`src/rtl/core/mabr_pkg.sv`:
```
// ----------------------------------------------------------------------------
// mabr_pkg
// Shared sizes, types and the arctangent table for the minimum-area
// enclosing rectangle block.
// ----------------------------------------------------------------------------
package mabr_pkg;

   localparam int MAX_POINTS   = 64;
   localparam int COORD_BITS   = 24;
   localparam int CNT_BITS     = $clog2(MAX_POINTS + 1);
   localparam int IDX_BITS     = $clog2(MAX_POINTS);

   // fixed-point scaling of the edge vector and of the direction quotient
   localparam int PRE_SH       = 40 - COORD_BITS;
   localparam int DIR_SH       = 54 - COORD_BITS;

   localparam int DIFF_W       = COORD_BITS + 1;
   localparam int LEN_W        = DIFF_W + PRE_SH + 3;
   localparam int DIR_W        = 16;
   localparam int ANG_W        = 17;
   localparam int ANGLE_W      = 16;
   localparam int PROJ_W       = COORD_BITS + DIR_W + 1;
   localparam int SPAN_W       = PROJ_W + 1;
   localparam int EXT_SH       = 14;
   localparam int EXT_W        = 25;
   localparam int AREA_W       = 52;
   localparam int PROD_W       = PROJ_W + DIR_W;
   localparam int CRN_SH       = 28;
   localparam int CRN_W        = PROD_W + 1 - CRN_SH;
   localparam int ORG_W        = 25;
   localparam int BOX_W        = 26;

   localparam int CORDIC_STEPS = 15;
   localparam int STEP_BITS    = 4;
   localparam int KINV_Q16     = 39797;

   localparam int QUO_W        = 16;
   localparam int QCNT_BITS    = $clog2(QUO_W);
   localparam int NUM_W        = DIFF_W + DIR_SH + 2;
   localparam int REM_W        = LEN_W + QUO_W + 1;

   localparam logic signed [ANG_W-1:0] ANG_PI  = 17'sd32768;
   localparam logic [QUO_W-1:0]        DIR_ONE = 16'd16384;

   typedef struct packed {
      logic signed [COORD_BITS-1:0] x;
      logic signed [COORD_BITS-1:0] y;
   } point_type;

   typedef struct packed {
      logic load;
      logic shift;
   } cell_ctrl_type;

   // rounded atan(2^-s) in units of pi/32768
   function automatic logic signed [ANG_W-1:0] atan_step(input logic [STEP_BITS-1:0] s);
      logic signed [ANG_W-1:0] r;
      case (s)
         4'd0:    r = 17'sd8192;
         4'd1:    r = 17'sd4836;
         4'd2:    r = 17'sd2555;
         4'd3:    r = 17'sd1297;
         4'd4:    r = 17'sd651;
         4'd5:    r = 17'sd326;
         4'd6:    r = 17'sd163;
         4'd7:    r = 17'sd81;
         4'd8:    r = 17'sd41;
         4'd9:    r = 17'sd20;
         4'd10:   r = 17'sd10;
         4'd11:   r = 17'sd5;
         4'd12:   r = 17'sd3;
         4'd13:   r = 17'sd1;
         4'd14:   r = 17'sd1;
         default: r = 17'sd0;
      endcase
      return r;
   endfunction

endpackage

```
`src/rtl/core/mabr_div.sv`:
```
// ----------------------------------------------------------------------------
// mabr_div
// Restoring divider, one quotient bit per cycle: rounded unit direction
// component from an edge component and the edge length, clamped to one.
// ----------------------------------------------------------------------------
module mabr_div (
   input  logic                                clock,
   input  logic                                reset,
   input  logic                                start,
   input  logic [mabr_pkg::DIFF_W-1:0]         mag,
   input  logic                                neg,
   input  logic [mabr_pkg::LEN_W-1:0]          len,
   output logic                                done,
   output logic signed [mabr_pkg::DIR_W-1:0]   quot
);
   import mabr_pkg::*;

   logic [REM_W-1:0]     rem_ff, rem_in, ds_ff, ds_in;
   logic [QUO_W-1:0]     q_ff, q_in;
   logic [QCNT_BITS-1:0] cnt_ff, cnt_in;
   logic                 busy_ff, busy_in, done_ff, done_in;
   logic                 ovf_ff, ovf_in, neg_ff, neg_in;
   logic [QUO_W-1:0]     qmag;

   always_comb begin
      logic [NUM_W-1:0] num;
      logic [REM_W-1:0] den;
      logic             ge;
      rem_in  = rem_ff;
      ds_in   = ds_ff;
      q_in    = q_ff;
      cnt_in  = cnt_ff;
      busy_in = busy_ff;
      done_in = 1'b0;
      ovf_in  = ovf_ff;
      neg_in  = neg_ff;
      // 2*|d|*2^DIR_SH + len over 2*len gives round half away from zero
      num     = (NUM_W'(mag) << (DIR_SH + 1)) + NUM_W'(len);
      den     = REM_W'(len) << 1;
      ge      = rem_ff >= ds_ff;
      if (start) begin
         rem_in  = REM_W'(num);
         ds_in   = den << (QUO_W - 1);
         q_in    = '0;
         cnt_in  = '0;
         busy_in = 1'b1;
         ovf_in  = REM_W'(num) >= (den << QUO_W);
         neg_in  = neg;
      end else if (busy_ff) begin
         if (ge) begin
            rem_in = rem_ff - ds_ff;
         end
         q_in   = {q_ff[QUO_W-2:0], ge};
         ds_in  = ds_ff >> 1;
         cnt_in = cnt_ff + QCNT_BITS'(1);
         if (cnt_ff == QCNT_BITS'(QUO_W - 1)) begin
            busy_in = 1'b0;
            done_in = 1'b1;
         end
      end
   end

   always_ff @(posedge clock) begin
      if (reset) begin
         busy_ff <= 1'b0;
         done_ff <= 1'b0;
      end else begin
         busy_ff <= busy_in;
         done_ff <= done_in;
      end
      rem_ff <= rem_in;
      ds_ff  <= ds_in;
      q_ff   <= q_in;
      cnt_ff <= cnt_in;
      ovf_ff <= ovf_in;
      neg_ff <= neg_in;
   end

   // clamp to one, then apply the sign
   assign qmag = (ovf_ff || (q_ff > DIR_ONE)) ? DIR_ONE : q_ff;
   assign quot = neg_ff ? -$signed(qmag) : $signed(qmag);
   assign done = done_ff;

endmodule

```
`config.mk`:
```
export PLATFORM = sky130hd
export DESIGN_NAME = mabr_div
export DESIGN_NICKNAME = d
export VERILOG_FILES = /design/src/rtl/core/mabr_pkg.sv /design/src/rtl/core/mabr_div.sv
export SDC_FILE = /design/constraint.sdc
export NUM_CORES = 1
export LEC_CHECK = 0
export BUFFER_PORTS_ARGS = -buffer_cell sky130_fd_sc_hd__buf_2
export CELL_PAD_IN_SITES_DETAIL_PLACEMENT = 0
export CELL_PAD_IN_SITES_GLOBAL_PLACEMENT = 1
export CORE_ASPECT_RATIO = 1.1
export CORE_MARGIN = 2
export CORE_UTILIZATION = 42
export CTS_CLUSTER_SIZE = 16
export DETAILED_ROUTE_END_ITERATION = 8
export HOLD_SLACK_MARGIN = 0.06
export MAX_ROUTING_LAYER = met4
export PLACE_DENSITY_LB_ADDON = 0.1
export SETUP_SLACK_MARGIN = 0.15
export SYNTH_ARGS = -nofsm -noshare
export SYNTH_HDL_FRONTEND = slang
export SYNTH_SLANG_ARGS = --single-unit
```
`constraint.sdc`:
```
create_clock -name clock -period 4.4 [get_ports clock]
set_input_delay 0.88 -clock clock [delete_from_list [all_inputs] [get_ports clock]]
set_output_delay 0.88 -clock clock [all_outputs]
set_load 0.05 [all_outputs]
```
# Yosys cells after proc, flatten, opt, wreduce, memory -nomap -nowiden
# Cells that the tools add are included.
op_classes:
  eq_ne: 1
  bitwise: 1
  n_addsub: 4
  div_mod_pow: 0
  reduce_logical: 6
  mux: 11
  shifts: 0
  mul: 0
  magnitude_cmp: 3
ops:
  columns: ["operator", "count"]
  rows:
  - ["$mux W57", 3]
  - ["$mux W60", 2]
  - ["$ge A57 B61 Y1", 1]
  - ["$ge A61 B60 Y1", 1]
  - ["$sub A61 B60 Y61", 1]
  - ["$add A56 B44 Y57", 1]
  - ["$mux W16", 2]
  - ["$gt A16 B15 Y1 const B", 1]
  - ["$neg A16 Y16", 1]
  - ["$add A4 B1 Y4 const B", 1]
  - ["$eq A4 B4 Y1 const B", 1]
  - ["$mux W1", 4]
  - ["$reduce_and A2 Y1", 2]
  - ["$reduce_bool A2 Y1", 2]
  - ["$reduce_or A3 Y1", 1]
  - ["$logic_or A1 B1 Y1", 1]
  - ["$not A1 Y1", 1]
totals:
  n_memories: 0
  output_inout_bits: 17
  mem_bits_rw: 0
  elab_cells: 36
  register_bits: 145
  latchBits: 0
  in_bits: 73
  mem_bits_ro: 0

# Depth between registers and ports, before layout
# Gate-level depths: netlist of the first run.
logic_depth:
  ltp_word: 5
  ltp_mapped: 21
  mapped_depth_nobuf: 21

# Worst setup path after synthesis of the first run
# Ideal clock, no wire load.
synth_timing:
  path_type: "register -> output"
  from: "register q_ff[6]"
  to: "output port quot[14] (netlist bit)"
  arrival_time_ns: 3.593
  required_time_ns: 3.520
  path_slack_ns: -0.073
  stages_incl_launch_ff: 12
  cell_sequence: "dfxtp_1 -> or4_4 -> or3_4 -> or4_4 -> a211oi_2 -> nand2_1 -> ha_1 -> o21ai_2 -> and2_1 -> buf_6 -> nor3_1 -> a21oi_1"
synth_between:
  elab_chain_len: 5
synth_rtl:
  columns: ["element", "line_no", "rtl"]
  rows:
  - ["start: declaration", "mabr_div.sv:19", "logic [QUO_W-1:0] q_ff, q_in;"]
  - ["start signal: assignment", "mabr_div.sv:73", "q_ff <= q_in;"]
  - ["$gt A16 B15 Y1", "mabr_div.sv:80", "assign qmag = (ovf_ff || (q_ff > DIR_ONE)) ? DIR_ONE : q_ff;"]
  - ["$logic_or A1 B1 Y1", "mabr_div.sv:80", null]
  - ["$mux W16 *", "mabr_div.sv:80", null]
  - ["$neg A16 Y16", "mabr_div.sv:81", "assign quot = neg_ff ? -$signed(qmag) : $signed(qmag);"]
  - ["$mux W16 *", "mabr_div.sv:81", null]
  - ["end: declaration", "mabr_div.sv:14", "output logic signed [mabr_pkg::DIR_W-1:0] quot"]
# Every way passes the cells marked *; elsewhere a longest branch is shown, timed or not.

# Worst setup path in the final report of the first run
layout_timing:
  from: "register q_ff[6]"
  to: "output port quot[8] (netlist bit)"
# The elaborated chain is that of the path after synthesis.

==> results of run 1 <==
-- what timing repair did --
action                                  4_1_cts  5_1_grt
buffers inserted                             10        4
pin swaps                                     7       11
endpoints found under the setup margin        8       11
hold buffers                                  0        0
resized for setup                            17       31
-- cell type report --
class                      instances  share of cell area
multi-input combinational       1085               0.529
tap                              363              0.0329
clock inverter                    13              0.0107
timing repair buffer             159              0.0773
inverter                         120              0.0328
sequential                       145               0.285
clock buffer                      19              0.0321
-- power groups by stage --
| stage | registers [mW] | logic (mW) | clock network [mW] |
|---|---|---|---|
| floorplan | 1.86 | 2.28 | 0 |
| global placement | 1.88 | 3.12 | 0 |
| detailed placement | 1.89 | 3.12 | 0 |
| CTS | 1.86 | 3.16 | 1.55 |
| global route | 1.88 | 3.54 | 1.60 |
| finish | 1.86 | 3.22 | 1.53 |
-- kinds of logic after synthesis --
logic type / count (synthesis)
xor+xnor: 80
flops: 145
buf+inv: 190
fa+ha+maj: 117
simple gates: 472
compound gates: 374
mux: 42
-- synth_stat cells, types with 3 or more instances --
cell | number | area (sq um)
a2111oi_0 | 4 | 35.0
a211o_1 | 4 | 35.0
a211oi_1 | 11 | 82.6
a21boi_0 | 5 | 37.5
a21o_1 | 58 | 435
a21oi_1 | 91 | 455
a221oi_1 | 3 | 26.3
a31oi_1 | 19 | 119
and2_1 | 7 | 43.8
and3_1 | 6 | 37.5
buf_1 | 8 | 30.0
buf_2 | 4 | 20.0
clkbuf_1 | 57 | 214
dfxtp_1 | 42 | 841
edfxtp_1 | 103 | 3090
ha_1 | 115 | 1440
inv_1 | 119 | 447
mux2_2 | 8 | 90.1
mux2i_1 | 34 | 340
nand2_1 | 190 | 713
nand2b_1 | 7 | 43.8
nand3_1 | 18 | 90.1
nand3b_1 | 4 | 30.0
nand4_1 | 44 | 275
nor2_1 | 135 | 507
nor2b_1 | 9 | 56.3
nor3_1 | 19 | 95.1
nor4_1 | 7 | 43.8
nor4b_1 | 3 | 26.3
o2111a_1 | 3 | 33.8
o211ai_1 | 6 | 45.0
o21a_1 | 18 | 135
o21ai_0 | 84 | 420
o21ai_1 | 3 | 15.0
o21bai_1 | 8 | 60.1
o221ai_1 | 3 | 26.3
o31a_1 | 4 | 35.0
o31ai_1 | 25 | 188
or2_2 | 6 | 37.5
or3_1 | 3 | 18.8
xnor2_1 | 37 | 324
xor2_1 | 43 | 377
-- path summary, 6_finish.rpt --
path,slack (ns),to,from,cells past startpoint
min reg2reg,0.48,rem_ff[59]$_SDFFE_PP0P_,rem_ff[59]$_SDFFE_PP0P_,2
max,-0.007,quot[8],q_ff[6]$_SDFFE_PP0P_,12
max reg2reg,0.56,rem_ff[54]$_DFFE_PP_,rem_ff[0]$_DFFE_PP_,12
min,0.48,rem_ff[59]$_SDFFE_PP0P_,rem_ff[59]$_SDFFE_PP0P_,2
-- layout by cell type (no fill, tap or decap), types with 11 or more instances in the layout --
cell type  instances
nand4_1           44
nor2_1           133
inv_1            118
xnor2_1           36
a21o_1            58
nor3_1            18
dfxtp_1           40
xor2_1            43
a31oi_1           17
ha_1             114
nand3_1           17
buf_4             66
buf_2             78
buf_6             13
clkbuf_16         17
o31ai_1           25
edfxtp_1         103
o21ai_0           80
o21a_1            18
mux2i_1           34
nand2_1          188
a211oi_1          11
a21oi_1           89
-- worst min-delay path: cells and delay by family (launching register included) --
kind            cells  cell delay (ns)
simple gates        1             0.07
compound gates      1             0.05
flops               1             0.32
-- metrics by stage --
step / worst slack [ns] / hold slack (ns)
2_1_floorplan: 0.163 / 0.450
6_report: -0.00712 / 0.483
4_1_cts: 0.0110 / 0.488
5_1_grt: -0.125 / 0.515
3_3_place_gp: -0.198 / 0.470
3_5_place_dp: -0.276 / 0.475
-- metal layers --
metal	wire [um]	part of all wire	track usage
met3	1650	0.043	0.0288
met4	899	0.024	0.0733
met5	0	0	-
met1	17000	0.45	0.345
met2	18500	0.49	0.446
-- registers in the layout (all words and copies together) (netlist names) --
register	flops
busy_ff	1
rem_ff	61
ds_ff	60
cnt_ff	4
done	1
q_ff	16
neg_ff	1
ovf_ff	1
==> summary.txt, run 1 <==
Drt
  – DR vias/cell: 5.68
  – Iteration-0 DRC Markers: 759
  – Number of remaining DRC errors: 0
  – DRT Wirelength: 38000 um
  – DR vias: 10800
  – Antenna-violating nets left: 0
  – Initial DRT Pass Iterations: 6
  – DR WL/cell: 20.0 um

Synth
  – Post-Syn Area: 11900 sq um
  – Synth Net Count: 1610
  – #FFs+latches synth: 145
  – Syn. warnings: 0
  – Post-Synth Simple-Gate Area: 0.181
  – XOR/XNOR share of the synthesized area: 0.0591
  – Synth Area in Adders: 0.125
  – Number of synthesized flops with an enable pin: 103
  – Largest family of logic cells by synthesized area: compound AO/OA/AOI/OAI gates
  – Syn Area/Cell: 8.35 sq um
  – Synth Area in Compound Gates: 0.206
  – Synth Flop Type: edfxtp_1
  – Multiplexer share of the synthesized area: 0.0363
  – Sequential area share after synthesis: 0.332
  – Synth async-reset ratio: 0
  – Mapped Cells: 1420
  – Synth cell types: 74

Final layout
  – Share of layout cells above drive strength 1: 0.153
  – Final #Nets: 1718
  – Post-route insts no fill: 1904
  – Post-route cell area: 13800 sq um
  – Fillers: 2739
  – Final core utilization: 0.497
  – Area Growth Syn to Fin: 16.5%
  – N_diodes: 0
  – Sequential standard cell area: 3940 sq um
  – Area of the multi-input gates: 7300 sq um

Pwr
  – Final Power: 6.60 mW
  – Combinational Power Share: 0.487
  – Flop pwr share: 0.282
  – Max IR drop VDD: 228 uV
  – Sw frac: 0.410
  – Pwr Density: 478 nW/um^2
  – LEAKAGE: 6.19 nW
  – P_int: 3.89 mW
  – NetSw: 2.71 mW
  – Clk pwr share: 0.231

Worst setup path
  – Family with the most delay on the worst path: simple AND/OR/NAND/NOR gates
  – Worst setup path class: reg2out
  – Crit path cell chain: or4_4 > or3_4 > or4_4 > a211oi_4 > nand2_1 > ha_2 > o21ai_2 > and2_4 > nor2_4 > a31oi_1 > o21ai_2 > buf_6
  – Crit path max fanout: 7
  – CP Buf/Inv Count: 1
  – Crit path DAT: 3.53 ns
  – Slowest CP cell: or4_4
  – Critical Path Max Stage Delay: 0.53 ns
  – Critical Path RT: 3.52 ns
  – Critical Path Source Type: register
  – Kind of end point of the critical path: output port

STA
  – FMAX: 227 MHz
  – Slew Limit Headroom: 0.428
  – Setup TNS: -0.00712 ns
  – Final Cycle Share: 1.00
  – Worst Skew: 0.0114 ns
  – Setup violations, final: 1
  – Final hold violation count: 0
  – Worst-Margin Slew: 0.857 ns
  – Slew Viols, Final: 0
  – Fin crit period: 4.41 ns
  – Unrepaired setup endpoints after global routing: true
  – Post-route setup slack: -0.00712 ns

Floorplanning
  – Die area: 29600 sq um
  – Die H: 180 um
  – Core Rows: 64
  – IO Pins: 90
  – CORE AREA: 27800 sq um
  – Die outline width: 164 um
  – Initial core utilization: 0.426

Status
  – Status: finished, violations left
  – Failing checks: negative setup slack

Clock network
  – Clock buffer depth: 2
  – Root Driver: clkbuf_16
  – H-tree depth: 4
  – CTS tree: built
  – CTS clock-pin slew for the worst setup and hold paths: 0.06 ns
  – CTS buffer count: 17
  – Sink Count: 145
  – Worst-Skew Late Latency: 0.44 ns

Global route
  – Global route overflow: 0
  – Largest net degree at the start of global routing: 67
  – Global-route wire length before repair: 59200 um
  – GRT Total Usage: 0.268
  – Initial antenna violation count: 0
  – Number of global-route vias before repair: 10600

Placement
  – Port bufs: 89
  – GPL Wtd Cong: 0.930
  – Post-DP Area: 12900 sq um
  – Post-Place Cells: 1858
  – DP HPWL: 29800 um

Hold path
  – Min-Delay Path Class: reg2reg

Run
  – Max-cap check violation count: 0
Note: power is estimated with default switching activity, not from simulation.
==> inputs of run 2 (changes only) <==
--- a/config.mk
+++ b/config.mk
@@ -10,7 +10,7 @@
 export CELL_PAD_IN_SITES_GLOBAL_PLACEMENT = 1
 export CORE_ASPECT_RATIO = 1.1
 export CORE_MARGIN = 2
-export CORE_UTILIZATION = 42
+export CORE_UTILIZATION = 51
 export CTS_CLUSTER_SIZE = 16
 export DETAILED_ROUTE_END_ITERATION = 8
 export HOLD_SLACK_MARGIN = 0.06
==> constraint.sdc (replaced) <==
create_clock -name clock -period 5.5 [get_ports clock]
set_input_delay 1.1 -clock clock [delete_from_list [all_inputs] [get_ports clock]]
set_output_delay 1.1 -clock clock [all_outputs]
set_load 0.05 [all_outputs]
==> run 2 against run 1 <==
The run now ends clean. Clock-buffer cell count fell by 2. Sequential power shrank 20%. Clock power fell by 24%. Core utilization grew 7.4 points. Flip-flop and latch count unchanged. Cell area down 5.4%. Register-to-register slack better by 0.77 ns. Non-clock buffer count is 60 lower. Setup slack better by 0.47 ns. Global-route usage is 4.1 points higher. Combinational power fell by 24%. First-iteration DRC count grew 3.8%.
==> summary.txt, run 2 (same netlist as run 1, synthesis figures left out) <==
STA
  – Final hold violation count: 0 (unchanged)
  – Fin crit period: 5.04 ns
  – Worst Skew: 0.0126 ns (was 0.0114 ns)
  – Final Cycle Share: 0.916
  – Setup violations, final: 0 (was 1)
  – FMAX: 199 MHz
  – Slew Viols, Final: 0 (unchanged)
  – Worst-Margin Slew: 1.04 ns (was 0.857 ns)
  – Setup TNS: 0 ns (was -0.00712 ns)
  – Unrepaired setup endpoints after global routing: false (was true)
  – Slew Limit Headroom: 0.292 (was 0.428)

Pwr
  – Max IR drop VDD: 214 uV (was 228 uV)
  – Flop pwr share: 0.291 (was 0.282)
  – NetSw: 2.15 mW (was 2.71 mW)
  – Sw frac: 0.421 (was 0.410)
  – Combinational Power Share: 0.480 (was 0.487)
  – LEAKAGE: 5.84 nW (was 6.19 nW)
  – Clk pwr share: 0.228 (was 0.231)
  – Pwr Density: 391 nW/um^2 (was 478 nW/um^2)
  – P_int: 2.95 mW (was 3.89 mW)

Worst setup path
  – Crit path max fanout: 9 (was 7)
  – Slowest CP cell: or4_4 (unchanged)
  – CP most frequent cell: or4_4
  – Kind of end point of the critical path: output port (unchanged)
  – Critical Path RT: 4.40 ns (was 3.52 ns)
  – R2R setup slack: 1.33 ns (was 0.56 ns)
  – Crit path cell chain: or4_4 > or3_4 > or4_4 > a211oi_4 > nand2_1 > ha_1 > o21ai_2 > and2_1 > nor2_2 > a31oi_1 > o21ai_1 > buf_2 (was or4_4 > or3_4 > or4_4 > a211oi_4 > nand2_1 > ha_2 > o21ai_2 > and2_4 > nor2_4 > a31oi_1 > o21ai_2 > buf_6)
  – Worst setup path class: reg2out (unchanged)
  – Critical Path Max Stage Delay: 0.57 ns (was 0.53 ns)
  – Crit path DAT: 3.94 ns (was 3.53 ns)
  – Critical Path Source Type: register (unchanged)

Floorplanning
  – Die H: 164 um (was 180 um)
  – IO Pins: 90 (unchanged)
  – Initial core utilization: 0.518 (was 0.426)
  – CORE AREA: 22900 sq um (was 27800 sq um)
  – Die outline width: 149 um (was 164 um)
  – Die area: 24500 sq um (was 29600 sq um)
  – Core Rows: 58 (was 64)

Placement
  – Port bufs: 89 (unchanged)
  – Post-DP Area: 12500 sq um (was 12900 sq um)
  – Post-Place Cells: 1749 (was 1858)
  – DP HPWL: 28000 um (was 29800 um)
  – GPL Wtd Cong: 0.900 (was 0.930)

Clock network
  – Hold bufs inserted after CTS: 0 (unchanged)
  – H-tree depth: 4 (unchanged)
  – CTS clock-pin slew for the worst setup and hold paths: 0.07 ns (was 0.06 ns)
  – Clock buffer depth: 2 (unchanged)
  – CTS tree: built (unchanged)
  – Sink Count: 145 (unchanged)
  – Root Driver: clkbuf_16 (unchanged)
  – CTS buffer count: 17 (unchanged)
  – Worst-Skew Late Latency: 0.44 ns (about the same)

Global route
  – Global-route wire length before repair: 56400 um (was 59200 um)
  – Largest net degree at the start of global routing: 58 (was 67)
  – Number of global-route vias before repair: 10300 (was 10600)
  – Global route overflow: 0 (unchanged)
  – Initial antenna violation count: 1 (was 0)
  – GRT Total Usage: 0.309 (was 0.268)

Final layout
  – Final #Nets: 1658 (was 1718)
  – Post-route cell area: 13100 sq um (was 13800 sq um)
  – Share of layout cells above drive strength 1: 0.108 (was 0.153)
  – Max reg flops: 61 (unchanged)
  – Commonest non-fill, non-tap cell in the layout: nand2_1 (unchanged)
  – Top Registers: rem_ff x61, ds_ff x60, q_ff x16 (unchanged)
  – Post-route insts no fill: 1782 (was 1904)
  – Area Growth Syn to Fin: 10.2% (was 16.5%)
  – Biggest register: rem_ff (unchanged)
  – Most frequent cells in the layout: nand2_1 (189), nor2_1 (134), inv_1 (119) (was nand2_1 (188), nor2_1 (133), inv_1 (118))

Drt
  – DR vias: 10600 (was 10800)
  – DRT Wirelength: 35900 um (was 38000 um)
  – Number of remaining DRC errors: 0 (unchanged)
  – DR vias/cell: 5.92 (was 5.68)
  – Antenna-violating nets left: 0 (unchanged)
  – Initial DRT Pass Iterations: 6 (unchanged)
  – DR WL/cell: 20.2 um (was 20.0 um)
  – Iteration-0 DRC Markers: 788 (was 759)

Run
  – Max-cap check violation count: 0 (unchanged)

Status
  – Status: finished, final reports clean (was finished, violations left)

Hold path
  – Min-Delay Path Class: reg2reg (unchanged)
## run 2: cell count changes in the layout (fill, tap and decap cells not counted), sizes merged
cell      before  now
clkbuf        19   17
inv          126  129
clkinvlp       0    1
bufinv         2    0
diode          0    1
buf          159   99
## run 2: stage by stage
step / utilization / setup WS [ns] / hold WS, ns / power, mW
floorplan: - / 0.807 / 0.450 / 3.31
global placement: 0.546 / 0.446 / 0.467 / 3.91
detailed placement: 0.546 / 0.329 / 0.475 / 3.91
CTS: 0.571 / 0.312 / 0.486 / 5.09
global route: 0.571 / 0.227 / 0.498 / 5.43
finish: 0.571 / 0.464 / 0.482 / 5.11
## run 2: area by class of cell
cell class	count	area [sq um]
well taps	300	375
multi-input cells	1085	7200
clock inverters	15	141
repair buffers	99	523
flip-flops and latches	145	3940
diodes	1	2.50
inverters	120	450
clock buffers	17	425
fillers	2199	9800
## run 2: worst paths after layout
kind,cells after the start,startpoint,end
min,2,rem_ff[59]$_SDFFE_PP0P_,rem_ff[59]$_SDFFE_PP0P_
max,12,q_ff[6]$_SDFFE_PP0P_,quot[8]
min reg2reg,2,rem_ff[59]$_SDFFE_PP0P_,rem_ff[59]$_SDFFE_PP0P_
max reg2reg,10,ds_ff[35]$_DFFE_PP_,rem_ff[23]$_DFFE_PP_
## run 2: repair_timing
| action | 4_1_cts | 5_1_grt |
|---|---|---|
| resized for setup | 0 | 1 |
| buffers inserted | 0 | 0 |
| hold endpoints to repair | 0 | 0 |
| setup endpoints to repair | 0 | 4 |
## run 2: power groups by stage
stage          clock network (mW)  logic [mW]  registers [mW]
2_1_floorplan                   0        1.82            1.48
3_3_place_gp                    0        2.41            1.50
3_5_place_dp                    0        2.41            1.51
4_1_cts                      1.18        2.42            1.49
5_1_grt                      1.22        2.71            1.50
6_report                     1.17        2.45            1.49
## run 2: critical path: cells and delay by family (launching register included)
kind | cells | cell delay, ns
compound gates | 4 | 0.77
fa+ha+maj | 1 | 0.26
buf+inv | 1 | 0.22
flops | 1 | 0.36
simple gates | 6 | 1.90
## run 2: routing by layer
layer | vias up | wire length (um) | global-route usage
met1 | 5005 | 15900 | 0.393
met5 | - | 0 | -
met4 | 0 | 1130 | 0.106
li1 | 5177 | - | -
met3 | 64 | 1950 | 0.0519
met2 | 309 | 16900 | 0.500
==> inputs of run 3 (changes only) <==
--- a/config.mk
+++ b/config.mk
@@ -13,6 +13,7 @@
 export CORE_UTILIZATION = 51
 export CTS_CLUSTER_SIZE = 16
 export DETAILED_ROUTE_END_ITERATION = 8
+export GPL_TIMING_DRIVEN = 0
 export HOLD_SLACK_MARGIN = 0.06
 export MAX_ROUTING_LAYER = met4
 export PLACE_DENSITY_LB_ADDON = 0.1
==> run 3 against run 2 <==
Setup slack worse by 0.18 ns. Fmax is 3.4% lower. Highest routed layer unchanged. Routed wire length is 4.6% higher. Core utilization is 1.1 points higher. Flip-flop and latch count stayed put.
==> summary.txt, run 3 (same netlist as run 1, synthesis figures left out) <==
Status
  – Status: finished, final reports clean (unchanged)

Placement
  – Port bufs: 89 (unchanged)
  – DP HPWL: 30100 um (was 28000 um)
  – Post-Place Cells: 1810 (was 1749)
  – Dpl ws: -0.156 ns (was 0.329 ns)
  – GPL Wtd Cong: 0.963 (was 0.900)

Drt
  – DR WL/cell: 20.4 um (was 20.2 um)
  – DRT Wirelength: 37600 um (was 35900 um)
  – Antenna-violating nets left: 0 (unchanged)
  – Number of remaining DRC errors: 0 (unchanged)
  – DR vias: 10800 (was 10600)
  – Iteration-0 DRC Markers: 881 (was 788)
  – Initial DRT Pass Iterations: 5 (was 6)
  – DR vias/cell: 5.87 (was 5.92)

Clock network
  – Sink Count: 145 (unchanged)
  – CTS tree: built (unchanged)
  – CTS clock-pin slew for the worst setup and hold paths: 0.07 ns (about the same)
  – Clock buffer depth: 2 (unchanged)
  – Root Driver: clkbuf_16 (unchanged)
  – H-tree depth: 4 (unchanged)
  – CTS buffer count: 17 (unchanged)
  – Worst-Skew Late Latency: 0.44 ns (about the same)

STA
  – Final Cycle Share: 0.947 (was 0.916)
  – FMAX: 192 MHz (was 199 MHz)
  – Final hold violation count: 0 (unchanged)
  – Worst-Margin Slew: 1.01 ns (was 1.04 ns)
  – Post-route setup slack: 0.289 ns (was 0.464 ns)
  – Slew Limit Headroom: 0.312 (was 0.292)
  – Slew Viols, Final: 0 (unchanged)
  – Fin crit period: 5.21 ns (was 5.04 ns)
  – Unrepaired setup endpoints after global routing: true (was false)
  – Setup violations, final: 0 (unchanged)
  – Worst Skew: 0.0110 ns (was 0.0126 ns)
  – Setup TNS: 0 ns (unchanged)

Global route
  – Initial antenna violation count: 0 (was 1)
  – Global-route wire length before repair: 57000 um (was 56400 um)
  – Number of global-route vias before repair: 10200 (was 10300)
  – Largest net degree at the start of global routing: 58 (unchanged)
  – Global route overflow: 0 (unchanged)
  – GRT Total Usage: 0.318 (was 0.309)

Floorplanning
  – CORE AREA: 22900 sq um (unchanged)
  – Die outline width: 149 um (unchanged)
  – IO Pins: 90 (unchanged)
  – Die area: 24500 sq um (unchanged)
  – Initial core utilization: 0.518 (unchanged)
  – Core Rows: 58 (unchanged)
  – Die H: 164 um (unchanged)

Worst setup path
  – Kind of end point of the critical path: register (was output port)
  – Crit path DAT: 5.43 ns (was 3.94 ns)
  – Worst setup path class: in2reg (was reg2out)
  – Crit path cell chain: buf_2 > ha_1 > a21o_1 > a21oi_1 > o21ai_0 > a2111oi_1 > or4b_2 > nand3_1 > nand3_1 > xnor2_1 > ha_1 > nand4_1 > nor2_1 > nand4_1 > nor2_1 > nor4_1 > o21ai_0 > o221ai_1 > a21oi_1 (was or4_4 > or3_4 > or4_4 > a211oi_4 > nand2_1 > ha_1 > o21ai_2 > and2_1 > nor2_2 > a31oi_1 > o21ai_1 > buf_2)
  – Critical Path Max Stage Delay: 0.65 ns (was 0.57 ns)
  – Critical Path Source Type: input pin (was register)
  – Slowest CP cell: a2111oi_1 (was or4_4)
  – Crit path max fanout: 5 (was 9)
  – CP Buf/Inv Count: 1 (unchanged)
  – Critical Path RT: 5.72 ns (was 4.40 ns)
  – Family with the most delay on the worst path: compound AO/OA/AOI/OAI gates (was simple AND/OR/NAND/NOR gates)

Pwr
  – LEAKAGE: 5.92 nW (was 5.84 nW)
  – Max IR drop VDD: 208 uV (was 214 uV)
  – Final Power: 5.16 mW (was 5.11 mW)
  – Pwr Density: 388 nW/um^2 (was 391 nW/um^2)

Final layout
  – Post-route insts no fill: 1842 (was 1782)
  – Max reg flops: 61 (unchanged)
  – Area of the multi-input gates: 7200 sq um (about the same)
  – Share of layout cells above drive strength 1: 0.0999 (was 0.108)
  – Fillers: 2200 (was 2199)
  – Biggest register: rem_ff (unchanged)
  – Area Growth Syn to Fin: 12.3% (was 10.2%)
  – Sequential standard cell area: 3930 sq um (was 3940 sq um)
  – Commonest non-fill, non-tap cell in the layout: nand2_1 (unchanged)
  – Most frequent cells in the layout: nand2_1 (189), nor2_1 (135), inv_1 (119) (was nand2_1 (189), nor2_1 (134), inv_1 (119))
  – Top Registers: rem_ff x61, ds_ff x60, q_ff x16 (unchanged)
  – Final #Nets: 1719 (was 1658)
  – N_diodes: 0 (was 1)

Hold path
  – Min-Delay Path Class: reg2reg (unchanged)

Run
  – Max-cap check violation count: 0 (unchanged)
==> run 3: cell count changes in the layout (fill, tap and decap cells not counted), sizes merged <==
cell      change
buf           +4
clkbuf       +62
clkinv        +1
clkinvlp      -1
diode         -1
inv           -5
==> run 3: path summary, 6_finish.rpt <==
path / to / slack (ns) / cells after the start / start
max reg2reg: rem_ff[12]$_DFFE_PP_ / 1.13 / 11 / ds_ff[19]$_DFFE_PP_
min reg2reg: rem_ff[59]$_SDFFE_PP0P_ / 0.48 / 2 / rem_ff[59]$_SDFFE_PP0P_
max: ovf_ff$_DFFE_PP_ / 0.29 / 19 / mag[1]
min: rem_ff[59]$_SDFFE_PP0P_ / 0.48 / 2 / rem_ff[59]$_SDFFE_PP0P_
==> run 3: routing by layer <==
metal	track usage	part of all wire	wire length [um]	up-vias
met3	0.0550	0.064	2410	65
met2	0.504	0.46	17400	336
met1	0.402	0.43	16300	5123
met5	-	0	0	-
met4	0.132	0.038	1450	0
li1	-	-	-	5296
==> run 3: per-stage QoR <==
step / cell area (sq um) / hold slack (ns) / util
after floorplan: 11900 / 0.450 / -
after global placement: 12700 / 0.464 / 0.554
after detailed placement: 12700 / 0.467 / 0.555
after CTS: 13300 / 0.476 / 0.582
after global routing: 13300 / 0.501 / 0.582
final: 13300 / 0.476 / 0.582
==> run 3: layout make-up <==
type / count / area share
Buffer: 70 / 0.0207
Clock buffer: 22 / 0.0390
Clock inverter: 10 / 0.00630
Inverter: 120 / 0.0338
Multi-Input combinational cell: 1085 / 0.541
Sequential cell: 145 / 0.296
Tap cell: 300 / 0.0282
Timing Repair Buffer: 90 / 0.0350
==> run 3: worst min-delay path: stages, from the launching register on <==
cell,delay (ns)
dfxtp_1,0.31
nand2b_1,0.07
a21oi_1,0.05
==> run 3: repair_timing <==
| action | in CTS | in global routing |
|---|---|---|
| resized for setup | 0 | 3 |
| endpoints found under the setup margin | 0 | 5 |
| hold buffers | 0 | 0 |
| setup buffers | 0 | 0 |
==> run 3: power breakdown <==
| part | switching, mW | internal (mW) |
|---|---|---|
| Clock | 0.520 | 0.683 |
| Sequential | 0.0691 | 1.42 |
| Combinational | 1.55 | 0.925 |
| Total | 2.14 | 3.02 |
